===== src/rtl/read_vs_strain_mismatch_counter_assert.svh =====
// Assertion helpers for the top-level RTL file; they expect clk and rst_n in scope.
`ifndef READ_VS_STRAIN_MISMATCH_COUNTER_ASSERT_SVH
`define READ_VS_STRAIN_MISMATCH_COUNTER_ASSERT_SVH

// Same-cycle implication.
`define RSMC_ASSERT_IMP(lbl, ante, cons, msg) \
  lbl: assert property (@(posedge clk) disable iff (!rst_n) (ante) |-> (cons)) \
    else $error(msg);

// Next-cycle implication.
`define RSMC_ASSERT_NXT(lbl, ante, cons, msg) \
  lbl: assert property (@(posedge clk) disable iff (!rst_n) (ante) |=> (cons)) \
    else $error(msg);

`endif


===== src/rtl/rsmc_pkg.sv =====
package rsmc_pkg;

  localparam int NUM_STRAINS_DEF = 16;
  localparam int MSA_COLS_DEF    = 32768;
  localparam int REF_LEN_DEF     = 32768;

  // Request kinds
  localparam logic [1:0] ACT_STRAIN = 2'd0;
  localparam logic [1:0] ACT_MAP    = 2'd1;
  localparam logic [1:0] ACT_START  = 2'd2;
  localparam logic [1:0] ACT_BASE   = 2'd3;

  // Base codes held in the column store
  localparam logic [2:0] CODE_A   = 3'd0;
  localparam logic [2:0] CODE_C   = 3'd1;
  localparam logic [2:0] CODE_G   = 3'd2;
  localparam logic [2:0] CODE_T   = 3'd3;
  localparam logic [2:0] CODE_GAP = 3'd4;
  localparam logic [2:0] CODE_UNK = 3'd5;

  localparam logic [7:0] CHAR_A_UP = 8'h41;
  localparam logic [7:0] CHAR_C_UP = 8'h43;
  localparam logic [7:0] CHAR_G_UP = 8'h47;
  localparam logic [7:0] CHAR_T_UP = 8'h54;
  localparam logic [7:0] CHAR_A_LO = 8'h61;
  localparam logic [7:0] CHAR_C_LO = 8'h63;
  localparam logic [7:0] CHAR_G_LO = 8'h67;
  localparam logic [7:0] CHAR_T_LO = 8'h74;
  localparam logic [7:0] CHAR_GAP  = 8'h2D;

  localparam logic [15:0] COUNT_MAX = 16'hFFFF;

  // Configuration port
  localparam int         CFG_AW        = 3;
  localparam int         CFG_IDX_LSB   = 2;
  localparam logic       REG_STRAINS   = 1'b0;
  localparam logic [4:0] STRAINS_RESET = 5'd16;

  typedef struct packed {
    logic       start;
    logic       base;
    logic       hit;
    logic       last;
    logic [1:0] code;
  } rsmc_tally_ctl_t;

  function automatic logic [2:0] base_code(input logic [7:0] ch);
    logic [2:0] code;
    case (ch)
      CHAR_A_UP, CHAR_A_LO: code = CODE_A;
      CHAR_C_UP, CHAR_C_LO: code = CODE_C;
      CHAR_G_UP, CHAR_G_LO: code = CODE_G;
      CHAR_T_UP, CHAR_T_LO: code = CODE_T;
      CHAR_GAP:             code = CODE_GAP;
      default:              code = CODE_UNK;
    endcase
    return code;
  endfunction

endpackage


===== src/rtl/rsmc_tally.sv =====
module rsmc_tally #(
  parameter int NUM_STRAINS = rsmc_pkg::NUM_STRAINS_DEF,
  parameter int N_W         = $clog2(NUM_STRAINS + 1)
) (
  input  logic                      clk,
  input  logic                      rst_n,
  input  rsmc_pkg::rsmc_tally_ctl_t ctl,
  input  logic [3*NUM_STRAINS-1:0]  col_data,
  input  logic [N_W-1:0]            n_active,
  output logic                      snap_load,
  output logic [16*NUM_STRAINS-1:0] snap
);
  import rsmc_pkg::*;

  logic [15:0] cnt_r   [NUM_STRAINS];
  logic [15:0] cnt_upd [NUM_STRAINS];

  always_comb begin
    logic [2:0] s;
    logic       miss;
    for (int i = 0; i < NUM_STRAINS; i++) begin
      s    = col_data[3*i +: 3];
      miss = ctl.base && ctl.hit && (i < 32'(n_active)) &&
             (s != {1'b0, ctl.code}) && (s != CODE_GAP);
      // Hold at the ceiling.
      cnt_upd[i] = (miss && (cnt_r[i] != COUNT_MAX)) ? cnt_r[i] + 16'd1 : cnt_r[i];
      snap[16*i +: 16] = cnt_upd[i];
    end
  end

  assign snap_load = ctl.base && ctl.last;

  always_ff @(posedge clk) begin
    if (!rst_n) begin
      for (int i = 0; i < NUM_STRAINS; i++) begin
        cnt_r[i] <= '0;
      end
    end else begin
      for (int i = 0; i < NUM_STRAINS; i++) begin
        if (ctl.start || snap_load) begin
          cnt_r[i] <= '0;
        end else begin
          cnt_r[i] <= cnt_upd[i];
        end
      end
    end
  end

endmodule


===== config.mk =====
export PLATFORM = sky130hd
export DESIGN_NAME = rsmc_tally
export DESIGN_NICKNAME = d
export VERILOG_FILES = /design/src/rtl/read_vs_strain_mismatch_counter_assert.svh /design/src/rtl/rsmc_pkg.sv /design/src/rtl/rsmc_tally.sv
export SDC_FILE = /design/constraint.sdc
export NUM_CORES = 1
export LEC_CHECK = 0
export ABC_CLOCK_PERIOD_IN_PS = 4900
export BUFFER_PORTS_ARGS = -buffer_cell sky130_fd_sc_hd__buf_2
export CORE_ASPECT_RATIO = 0.9
export CORE_MARGIN = 3
export CORE_UTILIZATION = 45
export CTS_CLUSTER_DIAMETER = 200
export CTS_CLUSTER_SIZE = 28
export DETAILED_ROUTE_END_ITERATION = 10
export PLACE_DENSITY = 0.71
export SLEW_MARGIN = 20
export SYNTH_ARGS = -nofsm -noshare
export SYNTH_HDL_FRONTEND = slang
export SYNTH_SLANG_ARGS = --single-unit

===== constraint.sdc =====
create_clock -name clk -period 4.9 [get_ports clk]
set_input_delay 1.47 -clock clk [delete_from_list [all_inputs] [get_ports clk]]
set_output_delay 1.47 -clock clk [all_outputs]
set_load 0.01 [all_outputs]

# Word level (Yosys, flattened, before mapping)
# Memory sizes are Yosys's and may differ from the RTL's.
# Index checks and enable logic that the tools add are counted.
dict set report classes {
  n_reduce_logical 67
  addsub 16
  n_bitwise 32
  eq_ne 48
  n_lt_le_gt_ge 16
  muxes 55
}
# cell count
set ops {}
lappend ops {{16-bit two-way mux} 48}
lappend ops {{16-bit by 1-bit adder with 16-bit output, second input constant} 16}
lappend ops {{16-bit != test, second input constant} 16}
lappend ops {{1-bit logical AND} 66}
lappend ops {{3-bit by 2-bit != test with 1-bit output} 16}
lappend ops {{3-bit != test, second input constant} 16}
lappend ops {{4-bit by 5-bit less-than comparator with 1-bit output, first input constant} 8}
lappend ops {{1-bit bitwise OR} 32}
lappend ops {{3-bit by 5-bit less-than comparator with 1-bit output, first input constant} 4}
lappend ops {{1-bit by 5-bit less-than comparator with 1-bit output, first input constant} 2}
lappend ops {{2-bit by 5-bit less-than comparator with 1-bit output, first input constant} 2}
lappend ops {{1-bit two-way mux} 7}
lappend ops {{1-bit logical OR} 1}
dict set report totals {
  ram_bits 256
  inputBits 61
  mem_count 1
  register_bits 0
}
# name depth width rd rd_ports_with_merged_regs wr line
set memory_table {}
lappend memory_table {cnt_r 16 16 16 0 16 rsmc_tally.sv:15} ;# logic [15:0] cnt_r [NUM_STRAINS];

# Logic depth before layout (Yosys ltp)
dict set report logic_depth {
  ltp_word 7
  depth_mapped 9
  depth_no_buf 6
}

# Least setup slack after synthesis
# Ideal clock, no wire load.
dict set report synth_path {
  path_kind {input-to-output}
  startpoint {in n_active[3]}
  endpoint {out snap[131]}
  path_slack_ns 0.258
  stages 8
  required_time_ns 3.430
  t_arrival_ns 3.172
  path_buffers 3
  path_cell_list {buf_4 > nor3b_1 > a221o_1 > or2_1 > buf_2 > buf_6 > nor3_1 > xor2_1}
}
dict set report synth_via {
  elab_chain_cells 6
}
# item line
set synth_rtl {}
lappend synth_rtl {{from (decl)} rsmc_tally.sv:9} ;# input logic [N_W-1:0] n_active,
lappend synth_rtl {{4-bit by 5-bit less-than comparator with 1-bit output} rsmc_tally.sv:23} ;# miss = ctl.base && ctl.hit && (i < 32'(n_active)) &&
lappend synth_rtl {{1-bit logical AND (2 in a row)} rsmc_tally.sv:23}
lappend synth_rtl {{1-bit logical AND} rsmc_tally.sv:24} ;# (s != {1'b0, ctl.code}) && (s != CODE_GAP);
lappend synth_rtl {{1-bit logical AND} rsmc_tally.sv:26} ;# cnt_upd[i] = (miss && (cnt_r[i] != COUNT_MAX)) ? cnt_r[i] + 16'd1 : cnt_r[i];
lappend synth_rtl {{16-bit two-way mux} rsmc_tally.sv:26}
lappend synth_rtl {{to (decl)} rsmc_tally.sv:11} ;# output logic [16*NUM_STRAINS-1:0] snap
# No other way between the ends.

# Final worst setup path
dict set report layout_path {
  startpoint {in ctl[1] (netlist bit)}
  endpoint {out snap[223]}
}
dict set report layout_via {
  elab_chain_cells 5
}
# item line
set layout_rtl {}
lappend layout_rtl {{from (decl)} rsmc_tally.sv:7} ;# input rsmc_pkg::rsmc_tally_ctl_t ctl,
lappend layout_rtl {{3-bit by 2-bit != test with 1-bit output} rsmc_tally.sv:24}
lappend layout_rtl {{1-bit logical AND} rsmc_tally.sv:23}
lappend layout_rtl {{1-bit logical AND} rsmc_tally.sv:24}
lappend layout_rtl {{1-bit logical AND} rsmc_tally.sv:26}
lappend layout_rtl {{16-bit two-way mux} rsmc_tally.sv:26}
# No other way between the ends.

==> results.md <==
* Pleak at 9.67 nW
* Routability congestion estimate at 0.934
* Dpl cell area at 22900 um2
* Mapped Avg Cell Area at about 9.3 um2
* Clk buf depth at 3
* Critical path data required time at 3.43 ns
* EDFF count, synth at 256
* Largest net degree at the start of global routing at around 140
* Pre-CTS setup slack at -0.247 ns
* Max cap viols at 0
* Core Region at slightly above 40000 um2
* Combinational Power Share at 0.172
* Fin. Hold Viols at 0
* CTS tree: done
* Skew-Pair Late Insertion Delay at 0.50 ns
* Worst-margin pin slew at 0.992 ns
* RSZ-0062 raised after global routing: true
* Antenna violations before repair at 18
* Clock power frac at 0.264
* Ys async rst share at 0
* First-pass GRT wire length at 83500 um
* R2r endpoint: cnt_r[0][47]$_SDFFCE_PN0P_
* #FFs+latches synth at 256
* Post-layout nets at 2752
* Most common cell after layout, fill and taps aside: buf_2
* Synth top area cells: edfxtp_1 (41%), mux2i_1 (6.5%), nand2_1 (6.1%)
* Fillers at 3656
* Die height at 199 um
* Worst Setup End Kind: output pin
* Arrival time of the worst setup path at about 3.4 ns
* Routed len/inst at around 17 um
* Design area at 23700 um2
* DRC viols at 0
* Iteration-0 DRC Markers at 1194
* Routed vias/inst at 5.43
* Root Driver: clkbuf_16
* Die width at 221 um
* Worst IR drop on VDD at 300 uV
* Tcrit/Tclk final at 0.991
* Top cell type's share of synthesized area at 0.411
* CTS clk-pin slew, worst paths at 0.11 ns
* DRT Pass-1 Iters at 5
* R2r setup slk at 2.35 ns
* Hold slack at 0.670 ns
* Cell Area, Synth at 18700 um2
* I/O Buffers at 317
* Cell-internal power at 3.36 mW
* Hold Buf Count CTS at 0
* Crit path kind: input port to output pin
* Num rows at 70
* Detailed placer's ending HPWL at approximately 41000 um
* Slew Limit Headroom at 0.336
* Pwr dens at 199 nW/um2
* # IOs at 318
* Vias in the first global route at 16453
* Largest regs: cnt_r: 256 flops
* Startpoint types: input port
* Sequential area share after synthesis at 0.411
* Switching Share at 0.290
* Synth Instances at between 2000 and 2500
* Total Neg Setup Slack at 0 ns
* Total CTS buffers at 13
* Worst setup endpoint: snap[223]
* Slew Limit Fails at 0
* Max reg flops at 256
* Final worst slack at 0.0426 ns
* Fin cells at about 3200
* Yosys top cell by area: edfxtp_1
* Initial Util at 0.458
* Hold Path Class: flop to flop
* Crit Path Max Fanout at 18
* NetSw at roughly 1.4 mW
* Clk sinks at 256
* Yosys warning count at 0
* Tot GR Track Use at 0.228
* Most frequent cells in the layout: buf_2 (307), nand2_1 (297), edfxtp_1 (256), conb_1 (256), buf_4 (164)
* Endpoints failing setup at 0
* Max Freq at between 200 and 250 MHz
* RR Startpoint: cnt_r[0][32]$_SDFFCE_PN0P_
* Synth cell types at 75
* Setup crit start: ctl[1]
* Outcome: finished clean
* Top reg by flops: cnt_r
* FF-to-FF path depth at 7
* Total gr overflow at 0
* H-tree depth at 1
* Share of layout cells above drive strength 1 at 0.236
* Syn-to-layout area delta at 27.0%
* Setup Skew at 0.0353 ns
* Reg power frac at 0.564
* Tmin final at 4.86 ns
* Design Power at between 4 and 5 mW
* Cells after DPL at 3197
* Vias at 17489
* Fin util at 0.582
* Ys flop type: edfxtp_1
* Die area at 44000 um2
* Final wirelength at ~53000 um
* Final ANT Viol Nets at 0
-- power by group through the flow --
stage / combinational [mW] / sequential [mW] / clock (mW)
2_1_floorplan: 0.468 / 2.66 / 0
3_3_place_gp: 0.760 / 2.70 / 0
3_5_place_dp: 0.777 / 2.71 / 0
4_1_cts: 0.791 / 2.66 / 1.30
5_1_grt: 0.898 / 2.69 / 1.36
6_report: 0.813 / 2.67 / 1.25
-- worst max-delay path, stage by stage --
cell	delay, ns
buf_4	0.18
buf_4	0.16
xnor2_1	0.11
a31oi_1	0.17
o211ai_1	0.14
buf_12	0.18
or4b_2	0.66
o21a_1	0.15
buf_2	0.14
-- routing by layer --
metal / wire (um) / track usage / part of all wire
met2: 25000 / 0.385 / 0.47
met3: 3880 / 0.0539 / 0.073
met4: 1160 / 0.0479 / 0.022
met5: 152 / 0.00323 / 0.0029
met1: 23100 / 0.300 / 0.43
-- repair_timing --
| action | in CTS | in global routing |
|---|---|---|
| resized for setup | 24 | 63 |
| endpoints found under the setup margin | 56 | 76 |
| gates cloned | 0 | 1 |
| pin swaps | 2 | 9 |
| setup buffers | 2 | 0 |
-- final cells by class --
cell class                 instances  area (um2)  share of cell area
clock inverter                     1        30.0             0.00126
multi-input combinational       1881       11800               0.497
antenna                            6        15.0            0.000632
tap                              540         676              0.0285
clock buffer                      13         325              0.0137
inverter                          32         120             0.00506
sequential                       256        7690               0.324
timing repair buffer             491        3080               0.130
-- cells by family (layout without fill, tap and decap cells) --
| group | Yosys count | after routing | share of synthesized area |
|---|---|---|---|
| and+or+nand+nor | 1075 | 1075 | 0.314 |
| DFF | 256 | 256 | 0.411 |
| AOI/OAI and AO/OA | 222 | 222 | 0.0758 |
| xor gates and xnor gates | 164 | 164 | 0.0768 |
| muxes | 148 | 148 | 0.0811 |
| buffers and inverters | 126 | 537 | 0.0301 |
| adders and majority gates | 16 | 16 | 0.0107 |
| other | 1 | 262 | 0.000201 |
-- synth_stat cells, drive strengths merged (3+ instances only) --
library cell,number
a211oi,3
a21o,3
a21oi,84
a221o,3
a221oi,3
a31oi,7
and2,63
and3,39
and4,26
buf,35
clkbuf,59
edfxtp,256
ha,16
inv,32
mux2,27
mux2i,121
nand2,305
nand2b,112
nand3,96
nand3b,19
nand4,77
nand4b,3
nor2,62
nor3,99
nor3b,12
nor4,46
nor4b,5
o211ai,4
o21a,4
o21ai,48
o21bai,5
o311ai,3
o31ai,25
o32ai,4
o41ai,8
or2,14
or3,53
or3b,4
or4,30
or4b,5
xnor2,47
xor2,117
-- worst min-delay path by stage --
stage,cells past startpoint,to,from
floorplan,1,cnt_r[0][46]$_SDFFCE_PN0P_,cnt_r[0][46]$_SDFFCE_PN0P_
global route,1,cnt_r[0][46]$_SDFFCE_PN0P_,cnt_r[0][46]$_SDFFCE_PN0P_
detailed placement,1,cnt_r[0][46]$_SDFFCE_PN0P_,cnt_r[0][46]$_SDFFCE_PN0P_
global placement,1,cnt_r[0][46]$_SDFFCE_PN0P_,cnt_r[0][46]$_SDFFCE_PN0P_
finish,1,cnt_r[0][46]$_SDFFCE_PN0P_,cnt_r[0][46]$_SDFFCE_PN0P_
CTS,1,cnt_r[0][46]$_SDFFCE_PN0P_,cnt_r[0][46]$_SDFFCE_PN0P_
No activity file was read; power rests on OpenSTA's default activity.
