[src/rtl/read_vs_strain_mismatch_counter_assert.svh]
// Assertion helpers for the top-level RTL file; they expect clk and rst_n in scope.
`ifndef READ_VS_STRAIN_MISMATCH_COUNTER_ASSERT_SVH
`define READ_VS_STRAIN_MISMATCH_COUNTER_ASSERT_SVH

// Same-cycle implication.
`define RSMC_ASSERT_IMP(lbl, ante, cons, msg) \
  lbl: assert property (@(posedge clk) disable iff (!rst_n) (ante) |-> (cons)) \
    else $error(msg);

// Next-cycle implication.
`define RSMC_ASSERT_NXT(lbl, ante, cons, msg) \
  lbl: assert property (@(posedge clk) disable iff (!rst_n) (ante) |=> (cons)) \
    else $error(msg);

`endif

[src/rtl/rsmc_pkg.sv]
package rsmc_pkg;

  localparam int NUM_STRAINS_DEF = 16;
  localparam int MSA_COLS_DEF    = 32768;
  localparam int REF_LEN_DEF     = 32768;

  // Request kinds
  localparam logic [1:0] ACT_STRAIN = 2'd0;
  localparam logic [1:0] ACT_MAP    = 2'd1;
  localparam logic [1:0] ACT_START  = 2'd2;
  localparam logic [1:0] ACT_BASE   = 2'd3;

  // Base codes held in the column store
  localparam logic [2:0] CODE_A   = 3'd0;
  localparam logic [2:0] CODE_C   = 3'd1;
  localparam logic [2:0] CODE_G   = 3'd2;
  localparam logic [2:0] CODE_T   = 3'd3;
  localparam logic [2:0] CODE_GAP = 3'd4;
  localparam logic [2:0] CODE_UNK = 3'd5;

  localparam logic [7:0] CHAR_A_UP = 8'h41;
  localparam logic [7:0] CHAR_C_UP = 8'h43;
  localparam logic [7:0] CHAR_G_UP = 8'h47;
  localparam logic [7:0] CHAR_T_UP = 8'h54;
  localparam logic [7:0] CHAR_A_LO = 8'h61;
  localparam logic [7:0] CHAR_C_LO = 8'h63;
  localparam logic [7:0] CHAR_G_LO = 8'h67;
  localparam logic [7:0] CHAR_T_LO = 8'h74;
  localparam logic [7:0] CHAR_GAP  = 8'h2D;

  localparam logic [15:0] COUNT_MAX = 16'hFFFF;

  // Configuration port
  localparam int         CFG_AW        = 3;
  localparam int         CFG_IDX_LSB   = 2;
  localparam logic       REG_STRAINS   = 1'b0;
  localparam logic [4:0] STRAINS_RESET = 5'd16;

  typedef struct packed {
    logic       start;
    logic       base;
    logic       hit;
    logic       last;
    logic [1:0] code;
  } rsmc_tally_ctl_t;

  function automatic logic [2:0] base_code(input logic [7:0] ch);
    logic [2:0] code;
    case (ch)
      CHAR_A_UP, CHAR_A_LO: code = CODE_A;
      CHAR_C_UP, CHAR_C_LO: code = CODE_C;
      CHAR_G_UP, CHAR_G_LO: code = CODE_G;
      CHAR_T_UP, CHAR_T_LO: code = CODE_T;
      CHAR_GAP:             code = CODE_GAP;
      default:              code = CODE_UNK;
    endcase
    return code;
  endfunction

endpackage

[src/rtl/rsmc_if.sv]


interface rsmc_out_if;
  import rsmc_pkg::*;
  logic        valid;
  logic        ready;
  logic [3:0]  slot_out;
  logic [15:0] mismatches;
  logic        last_slot;

  modport source(output valid, slot_out, mismatches, last_slot, input ready);
  modport sink(input valid, slot_out, mismatches, last_slot, output ready);
endinterface

[src/rtl/rsmc_emit.sv]
module rsmc_emit #(
  parameter int NUM_STRAINS = rsmc_pkg::NUM_STRAINS_DEF,
  parameter int N_W         = $clog2(NUM_STRAINS + 1)
) (
  input  logic                      clk,
  input  logic                      rst_n,
  input  logic                      snap_load,
  input  logic [16*NUM_STRAINS-1:0] snap,
  input  logic [N_W-1:0]            n_active,
  output logic                      busy,
  rsmc_out_if.source                out_ch
);
  import rsmc_pkg::*;

  logic [15:0]    sh_r [NUM_STRAINS];
  logic [N_W-1:0] idx_r;
  logic [N_W-1:0] n_r;
  logic           busy_r;
  logic           is_last;
  logic           out_acc;

  assign is_last = (idx_r == n_r - N_W'(1));
  assign out_acc = busy_r && out_ch.ready;

  always_ff @(posedge clk) begin
    if (!rst_n) begin
      busy_r <= 1'b0;
      idx_r  <= '0;
    end else if (snap_load) begin
      busy_r <= 1'b1;
      idx_r  <= '0;
    end else if (out_acc) begin
      if (is_last) begin
        busy_r <= 1'b0;
      end
      idx_r <= idx_r + N_W'(1);
    end
  end

  // Counts leave from the head of a shift line.
  always_ff @(posedge clk) begin
    if (snap_load) begin
      n_r <= n_active;
      for (int i = 0; i < NUM_STRAINS; i++) begin
        sh_r[i] <= snap[16*i +: 16];
      end
    end else if (out_acc) begin
      for (int i = 0; i < NUM_STRAINS - 1; i++) begin
        sh_r[i] <= sh_r[i+1];
      end
    end
  end

  assign out_ch.valid      = busy_r;
  assign out_ch.mismatches = sh_r[0];
  assign out_ch.slot_out   = 4'(idx_r);
  assign out_ch.last_slot  = is_last;
  assign busy              = busy_r;

endmodule

[src/flat_wrapper.sv]
// flat-port wrapper written by rule: the top's interface ports become plain ports
module rsmc_emit_flat import rsmc_pkg::*;
#(
  parameter int NUM_STRAINS = rsmc_pkg::NUM_STRAINS_DEF,
  parameter int N_W         = $clog2(NUM_STRAINS + 1)
)
  (clk, rst_n, snap_load, snap, n_active, busy, out_ch_valid, out_ch_slot_out, out_ch_mismatches, out_ch_last_slot, out_ch_ready);
  rsmc_out_if out_ch_i ();
  input  logic clk;
  input  logic rst_n;
  input  logic snap_load;
  input  logic [16*NUM_STRAINS-1:0] snap;
  input  logic [N_W-1:0] n_active;
  output logic busy;
  output wire logic [$bits(out_ch_i.valid)-1:0] out_ch_valid;
  output wire logic [$bits(out_ch_i.slot_out)-1:0] out_ch_slot_out;
  output wire logic [$bits(out_ch_i.mismatches)-1:0] out_ch_mismatches;
  output wire logic [$bits(out_ch_i.last_slot)-1:0] out_ch_last_slot;
  input wire logic [$bits(out_ch_i.ready)-1:0] out_ch_ready;
  assign out_ch_valid = out_ch_i.valid;
  assign out_ch_slot_out = out_ch_i.slot_out;
  assign out_ch_mismatches = out_ch_i.mismatches;
  assign out_ch_last_slot = out_ch_i.last_slot;
  assign out_ch_i.ready = out_ch_ready;
  rsmc_emit #(.NUM_STRAINS(NUM_STRAINS), .N_W(N_W)) u_core (.clk(clk), .rst_n(rst_n), .snap_load(snap_load), .snap(snap), .n_active(n_active), .busy(busy), .out_ch(out_ch_i));
endmodule
[config.mk]
export PLATFORM = sky130hd
export DESIGN_NAME = rsmc_emit_flat
export DESIGN_NICKNAME = d
export VERILOG_FILES = /design/src/rtl/read_vs_strain_mismatch_counter_assert.svh /design/src/rtl/rsmc_pkg.sv /design/src/rtl/rsmc_if.sv /design/src/rtl/rsmc_emit.sv /design/src/flat_wrapper.sv
export SDC_FILE = /design/constraint.sdc
export NUM_CORES = 1
export LEC_CHECK = 0
export BUFFER_PORTS_ARGS = -buffer_cell sky130_fd_sc_hd__buf_2
export CAP_MARGIN = 20
export CORE_ASPECT_RATIO = 0.7
export CORE_MARGIN = 2
export CORE_UTILIZATION = 53
export CTS_CLUSTER_SIZE = 20
export DETAILED_ROUTE_END_ITERATION = 8
export PLACE_DENSITY = 0.8
export SYNTH_ARGS = -nofsm -noshare
export SYNTH_HDL_FRONTEND = slang
export SYNTH_SLANG_ARGS = --single-unit
[constraint.sdc]
create_clock -name clk -period 12.38 [get_ports clk]
set_input_delay 2.476 -clock clk [delete_from_list [all_inputs] [get_ports clk]]
set_output_delay 2.476 -clock clk [all_outputs]
set_load 0.02 [all_outputs]
======== After elaboration in Yosys (flattened, before gate mapping) ========
Memory sizes are Yosys's and may differ from the RTL's.
Index checks and enable logic that the tools add are counted.
operators by class
  add/subtract/negate cells ............... 2
  eq/ne operators ......................... 1
  muxes and demuxes ....................... 23
  bitwise gates (word level) .............. 16
  reduce and logical (&&, ||, !) cells .... 5
operators with widths
  kind                                                                count
  16-bit two-way mux                                                  15
  1-bit bitwise OR                                                    15
  1-bit two-way mux                                                   8
  5-bit by 1-bit adder with 5-bit output, second input constant       1
  5-bit == test                                                       1
  5-bit by 1-bit subtractor with 5-bit output, second input constant  1
  2-bit nonzero test                                                  2
  2-bit AND reduction                                                 1
  2-bit OR reduction                                                  1
  1-bit logical AND                                                   1
  1-bit NOT                                                           1
word-level totals
  bits in registers ....................... 11
  memory bits (writable) .................. 256
  output and inout bits ................... 23
  logic and storage cells ................. 51
  memories ................................ 1
memories
  memory       depth  bits a word  read ports  clocked after Yosys merged registers in  wr ports  RTL line         text
  u_core.sh_r  16     16           16          0                                        16        rsmc_emit.sv:15  logic [15:0] sh_r [NUM_STRAINS];

======== Longest topological paths before layout ========
Gate-level depths: netlist (run 1).
  depth after elaboration ................. 5
  depth in mapped cells ................... 6
  depth with buffers taken out ............ 6

======== Worst setup path after synthesis (run 1) ========
OpenSTA, ideal clock, no wires.
  path kind ............................... input-to-reg
  start point ............................. input port snap_load
  end point ............................... memory u_core.sh_r[0][0], enable pin
  setup time .............................. 0.645 ns
  arrival time ............................ 8.797 ns
  required time ........................... 11.735 ns
  setup slack ............................. 2.938 ns
  cell stages on the path ................. 3
  path through ............................ clkbuf_1 buf_2 nand2b_1
RTL lines
  what                RTL line            text
  start: declaration  flat_wrapper.sv:11  input logic snap_load;
  end: declaration    rsmc_emit.sv:15

==> results_dict.tcl, run 1 <==
set metrics [dict create \
    post-route-min-period_ns 4.864 \
    place_area_mm2 0.01276 \
    status "finished clean" \
    cts_tree "built" \
    fill_cells 1457 \
    relSlewSlack_pct 29.65 \
    hp-class "flip-flop to flip-flop" \
    clk_latency_ns 0.51 \
    cts_sinks 267 \
    min_from "u_core.sh_r[0][125]" \
    rrSetupSlack_ns 9.37 \
    cp_max_fo 81 \
    cts_made_buffers 26 \
    grt.overflow.total 0 \
    critical_path_arrival_ns 5.12 \
    vias 6068 \
    start_util_pct 54.22 \
    setup_ws_ns 7.516 \
    die_w_um 178.4 \
    ir_drop_uv 101.6 \
    drive_above_1_share_pct 53.23 \
    std_cell_rows 44 \
    critPathLaunchType "input port" \
    finalClockSkew_ns 0.009280 \
    io-pin-count 288 \
    root_buffer "clkbuf_16" \
    drv_cap 0 \
    area_delta_synth_final_pct 20.27 \
    die_y_um 126.1 \
    clockBufferDepth 3 \
    fin_area_mm2 0.01357 \
    hold_end "u_core.sh_r[0][109]" \
    antenna_found_initial 17 \
    setup.worst_path.class "input port to flip-flop" \
    synth_nets 861 \
    ys_warn_count 0 \
    die_area_mm2 0.02249 \
    drc_errors 0 \
    period_share_pct 39.29 \
    critical_path_required_ns 12.64 \
    p_leak_nw 5.283 \
    hold_slack_ns 0.5213 \
    utilization_pct 65.21 \
    port-buffer-count 287 \
    hpwl_mm 15.36 \
    ys_ff_latch 267 \
    routed_via_density 5.186 \
    whs_path_depth 1 \
    postCtsHoldBufs 0 \
    r2r_start "u_core.busy" \
    reg2reg_depth 3 \
    gp_congestion 0.8122 \
    netlist_instances 594 \
    final-hold-violation-count 0 \
    cts-resized-gates 0 \
    dp.cells 1114 \
    power_mw 1.990 \
    synth_top_area_cell "edfxtp_1" \
    layout.nets 1133 \
    end_kind "flip-flop" \
    synth_cell_types 28 \
    synth_seq_area_share_pct 70.53 \
    grt_pass1_wl_mm 33.13 \
    netlist_area_mm2 0.01128 \
    drt-total-wl_mm 21.97 \
    rr_endpoint "u_core.sh_r[0][160]" \
    rsz0062_at_grt "false" \
    drt_iter0_drc 442 \
    avgSynthCellArea_um2 19.00 \
    grt_pass1_vias 6303 \
    yosys-top-cells-area "edfxtp_1, mux2_2, mux2_1" \
    synth_top_area_share_pct 69.46 \
    grt_usage_pct 19.32 \
    htree_levels 1 \
    grt_start_max_net_pins 86 \
    final_cells 1170 \
    preCtsSetupSlack_ns 7.017 \
    tightest_slew_ns 1.055 \
    p_per_area_mw_per_mm2 146.6 \
    fmax_mhz 205.6 \
    cts.clk_slew.worst_paths_ns 0.06 \
    slew_violations 0 \
    antenna_left 0 \
    wl_per_cell_um 18.78 \
    setup_tns_ns 0 \
    firstDrtPassIters 5 \
    fp.coreArea_mm2 0.02081 \
    post_cts_buffers 0 \
    setup_viol 0 \
]
==> state kept, by name, summed over array words and instances, names as in the netlist <==
name and flops:
u_core.n_r 5, u_core.sh_r 256, u_core.idx_r 5, u_core.busy 1
==> cell usage after synthesis <==
cell type and number:
edfxtp_1 261, mux2_2 140, mux2_1 100, buf_4 21
buf_2 13, buf_6 11, dfxtp_1 6, xor2_1 6
nand3_1 4, nor2_1 4, xnor2_1 3, a21oi_1 2
clkbuf_1 2, ha_1 2, inv_1 2, nand2_1 2
nand2b_1 2, nor2b_1 2, o21ai_0 2, a311oi_1 1
and2b_1 1, and3_1 1, and3b_2 1, and4bb_2 1
nand2_2 1, nor3_1 1, o211ai_1 1, or3_1 1
==> routing by layer <==
metal	global-route usage, %	wire length, um
met1	23.89	8688
met2	31.98	10540
met3	8.152	2360
met4	3.969	277
met5	0	104
==> worst max-delay path, stage by stage <==
cell     delay [ns]
buf_4          0.41
and2b_1        0.31
nand2_8        0.48
buf_4          0.88
mux2_2         0.42
==> cells by family (layout without fill, tap and decap cells) <==
logic type      count (synthesis)  after routing  synth area share, %
xor+xnor                        9              9               0.6986
buf+inv                        49            338                3.205
other cells                     0             11                    0
flops                         267            267                70.53
compound gates                  6              6               0.3216
mux                           240            240                23.95
fa+ha+maj                       2              2               0.2217
simple gates                   21             21                1.076
==> layout make-up <==
cell class              count  area [um^2]  area share, %
diodes                     11        27.53         0.2028
flip-flops and latches    267         7958          58.64
repair buffers            291         1469          10.82
clock buffers              29        683.2          5.034
inverters                   2        7.507        0.05532
well taps                 276        345.3          2.545
clock inverters            16        95.09         0.7007
multi-input cells         278         2985          22.00
==> how the worst max path moves through the flow <==
stage,startpoint,to,slack [ns],depth (start not counted)
floorplan,snap_load,u_core.sh_r[0][0],2.94,3
global placement,snap_load,u_core.sh_r[0][25],7.02,5
detailed placement,snap_load,u_core.sh_r[0][26],7.02,5
CTS,snap_load,u_core.sh_r[0][9],7.55,5
global route,snap_load,u_core.sh_r[0][27],7.36,5
finish,snap_load,u_core.sh_r[0][24],7.52,5
==> power by group <==
part | internal [mW] | switching [mW]
combinational | 0.0841 | 0.0722
sequential | 1.08 | 0.0199
clock | 0.414 | 0.315
==> layout by cell type (no fill, tap or decap), drive strengths merged <==
| cell type | Yosys | routed |
|---|---|---|
| buf | 45 | 291 |
| bufinv | 0 | 1 |
| o21ai | 2 | 2 |
| nor2b | 2 | 2 |
| nor2 | 4 | 4 |
| dfxtp | 6 | 6 |
| nand2 | 3 | 3 |
| a311oi | 1 | 1 |
| nand2b | 2 | 2 |
| a21oi | 2 | 2 |
| and2b | 1 | 1 |
| and4bb | 1 | 1 |
| clkbuf | 2 | 29 |
| xnor2 | 3 | 3 |
| edfxtp | 261 | 261 |
| diode | 0 | 11 |
| and3b | 1 | 1 |
| ha | 2 | 2 |
| and3 | 1 | 1 |
| clkinv | 0 | 15 |
| xor2 | 6 | 6 |
| inv | 2 | 2 |
| or3 | 1 | 1 |
| nor3 | 1 | 1 |
| o211ai | 1 | 1 |
| mux2 | 240 | 240 |
| nand3 | 4 | 4 |
No activity file was read; power rests on OpenSTA's default activity.
==> run 2, diff against run 1 <==
--- a/config.mk
+++ b/config.mk
@@ -5,14 +5,15 @@
 export SDC_FILE = /design/constraint.sdc
 export NUM_CORES = 1
 export LEC_CHECK = 0
+export ABC_AREA = 1
 export BUFFER_PORTS_ARGS = -buffer_cell sky130_fd_sc_hd__buf_2
 export CAP_MARGIN = 20
 export CORE_ASPECT_RATIO = 0.7
 export CORE_MARGIN = 2
-export CORE_UTILIZATION = 53
+export CORE_UTILIZATION = 48
 export CTS_CLUSTER_SIZE = 20
 export DETAILED_ROUTE_END_ITERATION = 8
-export PLACE_DENSITY = 0.8
+export PLACE_DENSITY = 0.76
 export SYNTH_ARGS = -nofsm -noshare
 export SYNTH_HDL_FRONTEND = slang
 export SYNTH_SLANG_ARGS = --single-unit
==> constraint.sdc (replaced) <==
create_clock -name clk -period 3.95 [get_ports clk]
set_input_delay 0.79 -clock clk [delete_from_list [all_inputs] [get_ports clk]]
set_output_delay 0.79 -clock clk [all_outputs]
set_load 0.02 [all_outputs]
==> run 2 against run 1 <==
Compared with the run above: cell area increased by 1.5%; utilization decreased by 6.6 points; via count increased by 35%; worst setup slack got worse by 6.4 ns; count of clock-buffer cells in the layout increased by 5; largest cell class unchanged.
==> results_dict.tcl, run 2 <==
set metrics [dict create \
    status "finished clean" \
    synth-edff-count 261 \
    layout.nets 1657 \
    rrSetupSlack_ns 1.95 \
    netlist_area_mm2 0.01143 \
    clk_latency_ns 0.53 \
    power.clock.fraction_pct 37.0 \
    ys_async_sr_fraction_pct 0 \
    p_int_mw 4.925 \
    firstDrtPassIters 5 \
    clockBufferDepth 3 \
    start_util_pct 48.58 \
    die_y_um 133.1 \
    fp.coreArea_mm2 0.02352 \
    p_leak_nw 6.505 \
    slew_violations 0 \
    fmax_mhz 358.1 \
    setup_tns_ns 0 \
    critPathLaunchType "flip-flop" \
    ys_warn_count 0 \
    routed_via_density 4.739 \
    cts_made_buffers 27 \
    drt_iter0_drc 674 \
    vias 8204 \
    r2r_start "u_core.busy" \
    synth_nets 1404 \
    cts-resized-gates 0 \
    period_share_pct 70.70 \
    drc_errors 0 \
    io-pin-count 288 \
    ys_ff_latch 267 \
    critical_path_required_ns 3.16 \
    port-buffer-count 287 \
    std_cell_rows 47 \
    postCtsHoldBufs 0 \
    slowest_stage "edfxtp_1" \
    cp_max_fo 3 \
    grt_pass1_wl_mm 38.99 \
    setup_ws_ns 1.157 \
    seqPwrFrac_pct 54.6 \
    whs_path_depth 1 \
    fill_cells 2016 \
    reg2reg_depth 3 \
    grt.overflow.total 0 \
    wl_per_cell_um 14.30 \
    die_area_mm2 0.02508 \
    drive_above_1_share_pct 23.79 \
    min_from "snap[252]" \
    synth_seq_area_share_pct 69.64 \
    drt-total-wl_mm 24.76 \
    p_per_area_mw_per_mm2 460.9 \
    antenna_found_initial 5 \
    grt_pass1_vias 7911 \
    cts_sinks 267 \
    synth_top_area_cell "edfxtp_1" \
    setup.worst_path.class "flip-flop to output port" \
    cp_top_family "simple AND/OR/NAND/NOR gates" \
    final_common_cell "nand2_1" \
    cp_num_buf_inv 2 \
    yosys-top-cells-area "edfxtp_1, nand2_1, buf_4" \
    root_buffer "clkbuf_16" \
    area_delta_synth_final_pct 20.57 \
    rr_endpoint "u_core.sh_r[0][65]" \
    cp_slowest_stage_delay_ns 0.41 \
    hp-class "input port to flip-flop" \
    path_cells "inv_1 > ha_1 > nand2_1 > nand2_1 > nor2_1 > nand3_1 > nor2_1 > buf_2" \
    post-route-min-period_ns 2.793 \
    synth_common_cells "nand2_1, edfxtp_1, buf_4" \
    end_kind "output port" \
    htree_levels 1 \
    yosysMostFrequentCell "nand2_1" \
    synth_top_area_share_pct 68.59 \
    critical_path_arrival_ns 2.00 \
    largestRegisters "u_core.sh_r (256), u_core.idx_r (5), u_core.n_r (5)" \
    rsz0062_at_grt "false" \
    grt_start_max_net_pins 162 \
    avgSynthCellArea_um2 10.05 \
    cts.clk_slew.worst_paths_ns 0.06 \
    tightest_slew_ns 0.7841 \
    antenna_left 0 \
    netlist_instances 1137 \
    finalClockSkew_ns 0.02158 \
    die_w_um 188.4 \
    hpwl_mm 16.53 \
    final-hold-violation-count 0 \
    grt_usage_pct 19.49 \
    hold_end "u_core.sh_r[0][252]" \
    ir_drop_uv 407.4 \
    cts_tree "built" \
    relSlewSlack_pct 47.73 \
    drv_cap 0 \
    largest_reg_flops 256 \
    p_comb_share_pct 8.4 \
    switchingPower_mw 1.424 \
    post_cts_buffers 0 \
    setup_viol 0 \
    synth_cell_types 20 \
    p_sw_share_pct 22.43 \
    layout_common_cells "nand2_1, buf_2, edfxtp_1" \
    preCtsSetupSlack_ns 1.459 \
    gp_congestion 0.8417 \
    synthFlopType "edfxtp_1" \
    regMostFlops "u_core.sh_r" \
]
-- run 2: cell types whose count changed after synthesis, moves of 3 or more --
cell      before  now
nand2_1        2  755
mux2_2       140    0
mux2_1       100    0
buf_4         21   34
inv_1          2   13
buf_6         11    1
clkbuf_1       2   12
buf_1          0    8
nor2_1         4   11
xor2_1         6    0
buf_2         13   17
xnor2_1        3    0
-- run 2: cell families (layout without fill, tap and decap cells) --
| family | count (synthesis) | count (layout) | synth area share [%] |
|---|---|---|---|
| AOI/OAI and AO/OA | 4 | 4 | 0.1971 |
| adders and majority gates | 2 | 2 | 0.2190 |
| buffers and inverters | 87 | 358 | 4.226 |
| DFF | 267 | 267 | 69.64 |
| other | 0 | 5 | 0 |
| and+or+nand+nor | 777 | 777 | 25.72 |
-- run 2: how the worst max path moves through the flow --
stage,from,slack (ns),cells past startpoint,endpoint
floorplan,snap_load,0.69,4,u_core.sh_r[0][0]
global placement,out_ch_ready,1.47,4,u_core.sh_r[0][224]
detailed placement,out_ch_ready,1.46,4,u_core.sh_r[0][228]
CTS,u_core.n_r[0],1.12,8,out_ch_last_slot
global route,u_core.n_r[0],0.99,9,out_ch_last_slot
finish,u_core.n_r[0],1.16,8,out_ch_last_slot
-- run 2: power groups by stage --
stage	Sequential [mW]	Clock [mW]	Combinational, mW
finish	3.47	2.35	0.532
global route	3.49	2.50	0.611
CTS	3.47	2.40	0.541
detailed placement	3.53	0	0.538
global placement	3.52	0	0.527
floorplan	3.51	0	0.319
-- run 2: cell type report --
type | count | area, um^2 | share of cell area (%)
Tap cell | 318 | 397.9 | 2.888
Antenna cell | 5 | 12.51 | 0.09081
Clock inverter | 13 | 92.59 | 0.6720
Multi-Input combinational cell | 783 | 3003 | 21.79
Inverter | 15 | 58.81 | 0.4268
Timing Repair Buffer | 296 | 1554 | 11.28
Sequential cell | 267 | 7958 | 57.76
Clock buffer | 34 | 701.9 | 5.094
-- run 2: through the flow --
step                      cell area, um^2  total power, mW  util [%]  std cells  hold WS [ns]
after floorplan                     11430            3.834         -       1137        0.4874
after global placement              12970            4.050     55.14       1679        0.4908
after detailed placement            12970            4.066     55.14       1679        0.4969
after CTS                           13770            6.408     58.52       1726        0.4094
after global routing                13770            6.598     58.55       1729        0.4071
final                               13780            6.350     58.57       1731        0.4293
-- run 2: metal layers --
| metal | vias to the layer above | share of wire, % | global-route usage [%] |
|---|---|---|---|
| met5 | - | 0 | 0 |
| met4 | 0 | 2.5 | 5.599 |
| met3 | 46 | 8.0 | 3.978 |
| met2 | 310 | 46 | 31.51 |
| met1 | 3703 | 43 | 27.03 |
| li1 | 4145 | - | - |
